**config.mk**
```make
export PLATFORM = sky130hd
export DESIGN_NAME = round_robin_tick_scheduler_flat
export DESIGN_NICKNAME = d
export VERILOG_FILES = /design/src/rtl/core/rrts_pkg.sv /design/src/rtl/core/rrts_if.sv /design/src/rtl/core/rrts_slot_scan.sv /design/src/rtl/core/rrts_table.sv /design/src/rtl/core/round_robin_tick_scheduler.sv /design/src/flat_wrapper.sv
export SDC_FILE = /design/constraint.sdc
export NUM_CORES = 1
export LEC_CHECK = 0
export ABC_AREA = 1
export BUFFER_PORTS_ARGS = -buffer_cell sky130_fd_sc_hd__buf_2
export CAP_MARGIN = 20
export CORE_MARGIN = 2
export CORE_UTILIZATION = 35
export DETAILED_ROUTE_END_ITERATION = 6
export GPL_TIMING_DRIVEN = 0
export SYNTH_ARGS = -nofsm -noshare
export SYNTH_HDL_FRONTEND = slang
export SYNTH_SLANG_ARGS = --single-unit
```
**constraint.sdc**
```tcl
create_clock -name i_clk -period 5.9 [get_ports i_clk]
set_input_delay 0.885 -clock i_clk [delete_from_list [all_inputs] [get_ports i_clk]]
set_output_delay 0.885 -clock i_clk [all_outputs]
set_load 0.02 [all_outputs]
```
**src/rtl/core/rrts_pkg.sv**
```systemverilog
// Shared types and constants for the round-robin tick scheduler.
// No dependencies; every other file in rtl/core uses this package.
package rrts_pkg;

    localparam int ID_W   = 16;
    localparam int TIME_W = 16;

    // request mode codes
    localparam logic MODE_ADD  = 1'b0;
    localparam logic MODE_TICK = 1'b1;

    typedef enum logic [2:0] {
        S_IDLE,
        S_SCAN,
        S_LINK_NEW,
        S_LINK_PREV,
        S_FETCH,
        S_EVAL,
        S_OUT
    } t_state;

    // write enables into the task table
    typedef struct packed {
        logic task_we;
        logic next_we;
    } t_tbl_wen;

endpackage

```
**src/rtl/core/rrts_if.sv**
```systemverilog
// Valid/ready channel interfaces for scheduler requests and results.
// Depends on rrts_pkg for field widths.
interface rrts_req_if;
    logic                      valid;
    logic                      ready;
    logic                      mode;
    logic [rrts_pkg::ID_W-1:0]   process_id;
    logic [rrts_pkg::TIME_W-1:0] exec_time;

    modport source (output valid, output mode, output process_id, output exec_time,
                    input ready);
    modport sink   (input valid, input mode, input process_id, input exec_time,
                    output ready);
endinterface

interface rrts_rsp_if #(
    parameter int CNT_W = 5
);
    logic                    valid;
    logic                    ready;
    logic                    done_valid;
    logic [rrts_pkg::ID_W-1:0] done_id;
    logic                    add_rejected;
    logic [CNT_W-1:0]        live_tasks;

    modport source (output valid, output done_valid, output done_id,
                    output add_rejected, output live_tasks, input ready);
    modport sink   (input valid, input done_valid, input done_id,
                    input add_rejected, input live_tasks, output ready);
endinterface

```
**src/rtl/core/rrts_slot_scan.sv**
```systemverilog
// Free-slot finder: steps through the in-use vector one slot per cycle.
// Depends on rrts_pkg.
module rrts_slot_scan #(
    parameter int DEPTH = 16,
    parameter int SW    = 4
) (
    input  logic             i_clk,
    input  logic             i_rst_n,
    input  logic             i_start,
    input  logic [DEPTH-1:0] i_in_use,
    output logic             o_found,
    output logic [SW-1:0]    o_slot
);
    import rrts_pkg::*;

    logic          r_busy;
    logic [SW-1:0] r_idx;

    // a free slot always exists when a scan is started
    assign o_found = r_busy && !i_in_use[r_idx];
    assign o_slot  = r_idx;

    always_ff @(posedge i_clk) begin
        if (!i_rst_n) begin
            r_busy <= 1'b0;
            r_idx  <= '0;
        end else if (i_start) begin
            r_busy <= 1'b1;
            r_idx  <= '0;
        end else if (r_busy) begin
            if (!i_in_use[r_idx]) begin
                r_busy <= 1'b0;
            end else begin
                r_idx <= r_idx + SW'(1);
            end
        end
    end

endmodule

```
**src/rtl/core/rrts_table.sv**
```systemverilog
// Task table: id, ticks left and ring link per slot, one write address,
// one registered read address. Depends on rrts_pkg.
module rrts_table #(
    parameter int DEPTH = 16,
    parameter int SW    = 4
) (
    input  logic                         i_clk,
    input  rrts_pkg::t_tbl_wen           i_wen,
    input  logic [SW-1:0]                i_wr_addr,
    input  logic [rrts_pkg::ID_W-1:0]    i_wr_id,
    input  logic [rrts_pkg::TIME_W-1:0]  i_wr_ticks,
    input  logic [SW-1:0]                i_wr_next,
    input  logic [SW-1:0]                i_rd_addr,
    output logic [rrts_pkg::ID_W-1:0]    o_rd_id,
    output logic [rrts_pkg::TIME_W-1:0]  o_rd_ticks,
    output logic [SW-1:0]                o_rd_next
);
    import rrts_pkg::*;

    logic [ID_W-1:0]   mem_id    [DEPTH];
    logic [TIME_W-1:0] mem_ticks [DEPTH];
    logic [SW-1:0]     mem_next  [DEPTH];

    always_ff @(posedge i_clk) begin
        if (i_wen.task_we) begin
            mem_id[i_wr_addr]    <= i_wr_id;
            mem_ticks[i_wr_addr] <= i_wr_ticks;
        end
        if (i_wen.next_we) begin
            mem_next[i_wr_addr] <= i_wr_next;
        end
    end

    always_ff @(posedge i_clk) begin
        o_rd_id    <= mem_id[i_rd_addr];
        o_rd_ticks <= mem_ticks[i_rd_addr];
        o_rd_next  <= mem_next[i_rd_addr];
    end

endmodule

```
**src/rtl/core/round_robin_tick_scheduler.sv**
```systemverilog
// Round-robin scheduler with a one-tick quantum: top level and sequencer.
// Depends on rrts_pkg, rrts_if, rrts_slot_scan and rrts_table.
//
// Usage: requests arrive on i_req (valid/ready). mode MODE_ADD places
// process_id with exec_time ticks last in the rotation; mode MODE_TICK takes
// one tick off the serving task and moves service on. Each request yields
// exactly one result on o_rsp: done_valid/done_id when a task finished,
// add_rejected when the table was full, and live_tasks after the request.
// A tick reads the table, updates the serving task and loads the result; a
// tick on an empty ring or a rejected add goes straight to the result load.
// An add first has the slot scanner find the lowest free slot, checking one
// slot per cycle, then S_LINK_NEW and S_LINK_PREV write the task entry and
// the ring links. One request is in work at a time; i_req.ready is high only
// while the sequencer is idle. The result register lets the next request be
// accepted while the previous result waits; if the receiver stalls, the
// sequencer holds its finished result until the register frees.
// Reset clears the slot-in-use bits, pointers, count and result valid flag;
// table contents stay undefined and are only read for slots in use.
module round_robin_tick_scheduler #(
    parameter int MAX_TASKS = 16
) (
    input  logic        i_clk,
    input  logic        i_rst_n,
    rrts_req_if.sink    i_req,
    rrts_rsp_if.source  o_rsp
);
    import rrts_pkg::*;

    localparam int SW = (MAX_TASKS > 1) ? $clog2(MAX_TASKS) : 1;
    localparam int CW = $clog2(MAX_TASKS + 1);
    localparam logic [CW-1:0] FULL_CNT = CW'(MAX_TASKS);

    t_state r_state;
    t_state n_state;

    logic                 r_mode;
    logic [ID_W-1:0]      r_id;
    logic [TIME_W-1:0]    r_time;
    logic [MAX_TASKS-1:0] r_in_use;
    logic [SW-1:0]        r_serving;
    logic [SW-1:0]        r_before;
    logic [CW-1:0]        r_count;
    logic [SW-1:0]        r_free;
    logic                 r_done;
    logic [ID_W-1:0]      r_done_id;
    logic                 r_rej;

    logic                 r_out_valid;
    logic                 r_out_done;
    logic [ID_W-1:0]      r_out_id;
    logic                 r_out_rej;
    logic [CW-1:0]        r_out_cnt;

    logic                 accept;
    logic                 out_free;
    logic                 scan_start;
    logic                 scan_found;
    logic [SW-1:0]        scan_slot;
    logic                 last_tick;

    t_tbl_wen             tbl_wen;
    logic [SW-1:0]        wr_addr;
    logic [ID_W-1:0]      wr_id;
    logic [TIME_W-1:0]    wr_ticks;
    logic [SW-1:0]        wr_next;
    logic [ID_W-1:0]      rd_id;
    logic [TIME_W-1:0]    rd_ticks;
    logic [SW-1:0]        rd_next;

    assign accept    = i_req.valid && i_req.ready;
    assign out_free  = !r_out_valid || o_rsp.ready;
    assign last_tick = (rd_ticks <= TIME_W'(1));

    rrts_slot_scan #(.DEPTH(MAX_TASKS), .SW(SW)) u_scan (
        .i_clk    (i_clk),
        .i_rst_n  (i_rst_n),
        .i_start  (scan_start),
        .i_in_use (r_in_use),
        .o_found  (scan_found),
        .o_slot   (scan_slot)
    );

    rrts_table #(.DEPTH(MAX_TASKS), .SW(SW)) u_table (
        .i_clk      (i_clk),
        .i_wen      (tbl_wen),
        .i_wr_addr  (wr_addr),
        .i_wr_id    (wr_id),
        .i_wr_ticks (wr_ticks),
        .i_wr_next  (wr_next),
        .i_rd_addr  (r_serving),
        .o_rd_id    (rd_id),
        .o_rd_ticks (rd_ticks),
        .o_rd_next  (rd_next)
    );

    // next state
    always_comb begin
        n_state = r_state;
        unique case (r_state)
            S_IDLE: begin
                if (accept) begin
                    if (i_req.mode == MODE_TICK) begin
                        n_state = (r_count == '0) ? S_OUT : S_FETCH;
                    end else begin
                        n_state = (r_count == FULL_CNT) ? S_OUT : S_SCAN;
                    end
                end
            end
            S_SCAN:      if (scan_found) n_state = S_LINK_NEW;
            S_LINK_NEW:  n_state = S_LINK_PREV;
            S_LINK_PREV: n_state = S_OUT;
            S_FETCH:     n_state = S_EVAL;
            S_EVAL:      n_state = S_OUT;
            S_OUT:       if (out_free) n_state = S_IDLE;
            default:     n_state = S_IDLE;
        endcase
    end

    // outputs
    always_comb begin
        i_req.ready = 1'b0;
        scan_start  = 1'b0;
        tbl_wen     = '0;
        wr_addr     = r_free;
        wr_id       = r_id;
        wr_ticks    = r_time;
        wr_next     = r_free;
        unique case (r_state)
            S_IDLE: begin
                i_req.ready = 1'b1;
                scan_start  = i_req.valid && (i_req.mode == MODE_ADD) &&
                              (r_count != FULL_CNT);
            end
            S_LINK_NEW: begin
                tbl_wen.task_we = 1'b1;
                tbl_wen.next_we = 1'b1;
                wr_next         = (r_count == '0) ? r_free : r_serving;
            end
            S_LINK_PREV: begin
                // close the ring behind the new task
                tbl_wen.next_we = (r_count != '0);
                wr_addr         = r_before;
                wr_next         = r_free;
            end
            S_EVAL: begin
                if (last_tick) begin
                    // unlink the finished task
                    tbl_wen.next_we = (r_count != CW'(1));
                    wr_addr         = r_before;
                    wr_next         = rd_next;
                end else begin
                    tbl_wen.task_we = 1'b1;
                    wr_addr         = r_serving;
                    wr_id           = rd_id;
                    wr_ticks        = rd_ticks - TIME_W'(1);
                end
            end
            default: begin
            end
        endcase
    end

    always_ff @(posedge i_clk) begin
        if (!i_rst_n) begin
            r_state   <= S_IDLE;
            r_in_use  <= '0;
            r_serving <= '0;
            r_before  <= '0;
            r_count   <= '0;
        end else begin
            r_state <= n_state;
            unique case (r_state)
                S_LINK_PREV: begin
                    r_in_use[r_free] <= 1'b1;
                    if (r_count == '0) begin
                        r_serving <= r_free;
                    end
                    r_before <= r_free;
                    r_count  <= r_count + CW'(1);
                end
                S_EVAL: begin
                    if (last_tick) begin
                        r_in_use[r_serving] <= 1'b0;
                        r_count             <= r_count - CW'(1);
                        if (r_count == CW'(1)) begin
                            r_serving <= '0;
                            r_before  <= '0;
                        end else begin
                            r_serving <= rd_next;
                        end
                    end else begin
                        r_before  <= r_serving;
                        r_serving <= rd_next;
                    end
                end
                default: begin
                end
            endcase
        end
    end

    // request capture and pending result
    always_ff @(posedge i_clk) begin
        if (r_state == S_IDLE && accept) begin
            r_mode    <= i_req.mode;
            r_id      <= i_req.process_id;
            r_time    <= i_req.exec_time;
            r_done    <= 1'b0;
            r_done_id <= '0;
            r_rej     <= (i_req.mode == MODE_ADD) && (r_count == FULL_CNT);
        end
        if (r_state == S_SCAN && scan_found) begin
            r_free <= scan_slot;
        end
        if (r_state == S_EVAL && last_tick) begin
            r_done    <= 1'b1;
            r_done_id <= rd_id;
        end
    end

    // result register
    always_ff @(posedge i_clk) begin
        if (!i_rst_n) begin
            r_out_valid <= 1'b0;
        end else if (r_state == S_OUT && out_free) begin
            r_out_valid <= 1'b1;
        end else if (o_rsp.ready) begin
            r_out_valid <= 1'b0;
        end
    end

    always_ff @(posedge i_clk) begin
        if (r_state == S_OUT && out_free) begin
            // tick results only carry done fields; add results only the reject flag
            r_out_done <= r_done && (r_mode == MODE_TICK);
            r_out_id   <= r_done_id;
            r_out_rej  <= r_rej;
            r_out_cnt  <= r_count;
        end
    end

    assign o_rsp.valid        = r_out_valid;
    assign o_rsp.done_valid   = r_out_done;
    assign o_rsp.done_id      = r_out_id;
    assign o_rsp.add_rejected = r_out_rej;
    assign o_rsp.live_tasks   = r_out_cnt;

endmodule

```
**src/flat_wrapper.sv**
```systemverilog
// flat-port wrapper written by rule: the top's interface ports become plain ports
module round_robin_tick_scheduler_flat import rrts_pkg::*;
#(
    parameter int MAX_TASKS = 16
)
  (i_clk, i_rst_n, i_req_valid, i_req_mode, i_req_process_id, i_req_exec_time, i_req_ready, o_rsp_valid, o_rsp_done_valid, o_rsp_done_id, o_rsp_add_rejected, o_rsp_live_tasks, o_rsp_ready);
  rrts_req_if i_req_i ();
  rrts_rsp_if #(.CNT_W((5))) o_rsp_i ();
  input  logic i_clk;
  input  logic i_rst_n;
  input wire logic [$bits(i_req_i.valid)-1:0] i_req_valid;
  input wire logic [$bits(i_req_i.mode)-1:0] i_req_mode;
  input wire logic [$bits(i_req_i.process_id)-1:0] i_req_process_id;
  input wire logic [$bits(i_req_i.exec_time)-1:0] i_req_exec_time;
  output wire logic [$bits(i_req_i.ready)-1:0] i_req_ready;
  output wire logic [$bits(o_rsp_i.valid)-1:0] o_rsp_valid;
  output wire logic [$bits(o_rsp_i.done_valid)-1:0] o_rsp_done_valid;
  output wire logic [$bits(o_rsp_i.done_id)-1:0] o_rsp_done_id;
  output wire logic [$bits(o_rsp_i.add_rejected)-1:0] o_rsp_add_rejected;
  output wire logic [$bits(o_rsp_i.live_tasks)-1:0] o_rsp_live_tasks;
  input wire logic [$bits(o_rsp_i.ready)-1:0] o_rsp_ready;
  assign i_req_i.valid = i_req_valid;
  assign i_req_i.mode = i_req_mode;
  assign i_req_i.process_id = i_req_process_id;
  assign i_req_i.exec_time = i_req_exec_time;
  assign i_req_ready = i_req_i.ready;
  assign o_rsp_valid = o_rsp_i.valid;
  assign o_rsp_done_valid = o_rsp_i.done_valid;
  assign o_rsp_done_id = o_rsp_i.done_id;
  assign o_rsp_add_rejected = o_rsp_i.add_rejected;
  assign o_rsp_live_tasks = o_rsp_i.live_tasks;
  assign o_rsp_i.ready = o_rsp_ready;
  round_robin_tick_scheduler #(.MAX_TASKS(MAX_TASKS)) u_core (.i_clk(i_clk), .i_rst_n(i_rst_n), .i_req(i_req_i), .o_rsp(o_rsp_i));
endmodule
```
==> impl_metrics.py <==
metrics = {
    "critical_path": {
        "timing.setup.critical_path_class": "reg -> reg",
        "crit_required_ps": 6210,
        "worst_r2r_endpoint": "u_core.u_table.mem_ticks[3][3]$_DFFE_PP_",
        "r2r-start": "u_core.u_table.o_rd_ticks[0]$_DFF_P_",
        "start_kind": "flop",
        "regToRegSetupSlack_ps": 1840,
        "critPathMaxFanout": 9,
        "end_kind": "flop",
        "arrival_ps": 4370,
        "ff2ff_path_depth": 16,
    },
    "synthesis": {
        "yosysWarnings": 0,
        "async_flop_share_pct": 0,
        "synth_top_cells_by_count": "edfxtp_1 (653), nand2_1 (450), a22oi_1 (290)",
        "synth.distinct_cells": 37,
        "synth_nets": 2066,
        "synth_area_leader_cell": "edfxtp_1",
        "yosysMostFrequentCell": "edfxtp_1",
        "synth_top_area_share_pct": 70.9,
        "ys_seq_area_share_pct": 76.3,
        "synthCells": 2023,
        "syn_area_mm2": 0.0277,
        "synth.area.top_cells": "edfxtp_1 (71%), a22oi_1 (7.9%), nand2_1 (6.1%)",
        "synth_ff_type": "edfxtp_1",
        "postSynthAreaPerCell_um2": 13.7,
        "synth_seq_cells": 728,
        "synth_edf_count": 653,
    },
    "pwr": {
        "intPower_w": 0.0102,
        "seqPwrFrac_pct": 45.1,
        "powerDensity_mw_per_mm2": 456,
        "combPwrFrac_pct": 23.3,
        "p_sw_w": 0.00469,
        "total_power_w": 0.0149,
        "ir_drop_mv": 0.243,
        "p_clk_share_pct": 31.5,
        "switching_share_pct": 31.6,
        "p_leak_nw": 11.1,
    },
    "grt": {
        "grt_overflow": 0,
        "grt_start_max_net_pins": 20,
        "grt_pass1_wl_um": 113000,
        "grt_pass1_vias": 17800,
        "grt_use_total_pct": 18.7,
        "antenna_found_initial": 0,
    },
    "cts": {
        "insertion_delay_ps": 620,
        "clockRootBuffer": "clkbuf_16",
        "ctsHoldBuffers": 0,
        "clock-sinks": 728,
        "numCtsBuffers": 75,
        "cts_resized": 0,
        "clockBufferDepth": 3,
        "post_cts_buffers": 0,
        "cts_tree": "done",
        "htreeDepth": 3,
        "clk_pin_slew_worst_paths_ps": 60,
    },
    "die": {
        "dieArea_mm2": 0.0813,
        "start_util_pct": 35.2,
        "die_y_um": 285,
        "placementRows": 103,
        "io-pin-count": 62,
        "coreArea_mm2": 0.0786,
        "die_w_um": 285,
    },
    "layout": {
        "nets": 2267,
        "drive_above_1_share_pct": 12.1,
        "num_antenna_cells": 0,
        "n_fill_cell": 7217,
        "stdcell_area_mm2": 0.0326,
        "layout-area-overhead-vs-synth_pct": 17.8,
    },
    "route": {
        "routed_via_density": 5.35,
        "drc": 0,
        "ant_nets": 0,
        "num_vias": 17900,
        "postRouteWirelength_um": 77300,
        "routedWlPerCell_um": 23.2,
        "drt_iter0_markers": 1806,
        "dr.pass1.iters": 7,
    },
    "placement": {
        "io_buffers": 60,
        "place_area_mm2": 0.0301,
        "dp_slack_ps": 2000,
        "dpl.hpwl_um": 50800,
        "place_congestion": 0.889,
    },
    "timing": {
        "rsz0062_at_grt": "no",
        "setup_slack_ps": 1840,
        "finalHoldViolCount": 0,
        "drv_slew": 0,
        "min_period_over_period_pct": 68.8,
        "setup_violations": 0,
        "relSlewSlack_pct": 27.1,
        "clock.fmax_ghz": 0.246,
        "tns_ps": 0,
        "clock_skew_ps": 19.6,
        "worst_pin_slew_ps": 1090,
        "finalCriticalPeriod_ps": 4060,
    },
    "min_path": {
        "holdPathEnd": "u_core.o_rsp.done_id[14]$_DFFE_PP_",
        "min-delay-start": "u_core.r_done_id[14]$_SDFFCE_PN0P_",
        "hp-class": "reg -> reg",
        "whs_path_depth": 0,
    },
    "status": {
        "outcome": "complete, no violations",
    },
    "flow_run": {
        "cap_violations": 0,
    },
}
[worst max path at each step]
stage | from | end | cells after the start
final | u_core.u_table.o_rd_ticks[0]$_DFF_P_ | u_core.u_table.mem_ticks[3][3]$_DFFE_PP_ | 16
after floorplan | u_core.u_table.o_rd_ticks[0]$_DFF_P_ | u_core.u_table.mem_id[6][0]$_DFFE_PP_ | 14
after CTS | u_core.u_table.o_rd_ticks[0]$_DFF_P_ | u_core.u_table.mem_ticks[3][3]$_DFFE_PP_ | 16
after detailed placement | u_core.u_table.o_rd_ticks[0]$_DFF_P_ | u_core.u_table.mem_id[3][10]$_DFFE_PP_ | 16
after global routing | u_core.u_table.o_rd_ticks[0]$_DFF_P_ | u_core.u_table.mem_ticks[6][10]$_DFFE_PP_ | 16
after global placement | u_core.u_table.o_rd_ticks[0]$_DFF_P_ | u_core.u_table.mem_id[3][10]$_DFFE_PP_ | 14
[placed cells by master (no fill, tap or decap), types with 17 or more instances in the layout]
master and instances:
nand4_1 37, clkbuf_1 113, buf_6 17, buf_2 69
dfxtp_1 75, nor2_1 89, a22oi_1 290, nand3_1 46
a21oi_1 39, nand2_1 450, edfxtp_1 653, clkbuf_16 78
o21ai_0 48, inv_1 88, buf_4 27
[kinds of logic (layout without fill, tap and decap cells)]
family,Yosys count,after routing,synth area share (%)
AOI/OAI and AO/OA,411,411,10.2
adders and majority gates,6,6,0.271
DFF,728,728,76.3
and+or+nand+nor,672,672,10.1
xor gates and xnor gates,10,10,0.317
buffers and inverters,196,460,2.75
[power groups by stage]
stage / combinational (W) / sequential [W] / clock [W]
after floorplan: 0.00192 / 0.00677 / 0
after global placement: 0.00314 / 0.00684 / 0
after detailed placement: 0.00340 / 0.00680 / 0
after CTS: 0.00341 / 0.00670 / 0.00475
after global routing: 0.00375 / 0.00673 / 0.00495
final: 0.00347 / 0.00670 / 0.00468
[per-layer routing]
| layer | routed length [um] | track usage, % | vias to the layer above | part of all wire [%] |
|---|---|---|---|---|
| li1 | - | - | 7922 | - |
| met1 | 31200 | 24.6 | 8945 | 40 |
| met2 | 37200 | 30.8 | 861 | 48 |
| met3 | 6280 | 3.14 | 135 | 8.1 |
| met4 | 2590 | 7.34 | 0 | 3.3 |
| met5 | 0 | 0 | - | 0 |
[sequential cells by signal, summed over array words and instances, names as in the netlist, 3 cells and up]
signal                     flops
u_core.r_before                4
u_core.u_table.o_rd_ticks     16
u_core.u_table.mem_ticks     256
u_core.r_count                 5
u_core.u_table.mem_next       64
u_core.u_table.o_rd_id        16
u_core.u_table.mem_id        256
u_core.r_serving               4
u_core.r_time                 16
u_core.r_id                   16
u_core.o_rsp.done_id          16
u_core.o_rsp.live_tasks        5
u_core.u_scan.o_slot           4
u_core.r_in_use               16
u_core.r_state                 3
u_core.r_free                  4
u_core.r_done_id              16
u_core.u_table.o_rd_next       4
[metrics by stage]
step | hold WS, ps | util [%] | cells
5_1_grt | 422 | 41.4 | 3337
2_1_floorplan | 400 | - | 2023
4_1_cts | 414 | 41.4 | 3330
6_report | 413 | 41.4 | 3337
3_5_place_dp | 406 | 38.3 | 3190
3_3_place_gp | 405 | 37.2 | 3133
[layout make-up]
type                       instances  area (um^2)  share of cell area [%]
timing repair buffer             124         1050                    3.24
buffer                           100          400                    1.23
inverter                          96          360                    1.11
clock inverter                    36          355                    1.09
clock buffer                     104         2080                    6.38
tap                             1050         1310                    4.03
multi-input combinational       1099         5910                    18.1
sequential                       728        21100                    64.8
[critical path, stage by stage, from the launching register on]
cell	delay, ps
dfxtp_1	340
inv_1	70
ha_1	230
inv_1	50
nand2_1	90
nand2_1	50
nor2_1	360
nand2_2	200
nand2_4	240
inv_2	190
nand2_1	130
nand3_2	200
inv_2	120
nand2_1	100
nor3_2	830
buf_6	280
buf_4	240
Note: power is estimated with default switching activity, not from simulation.
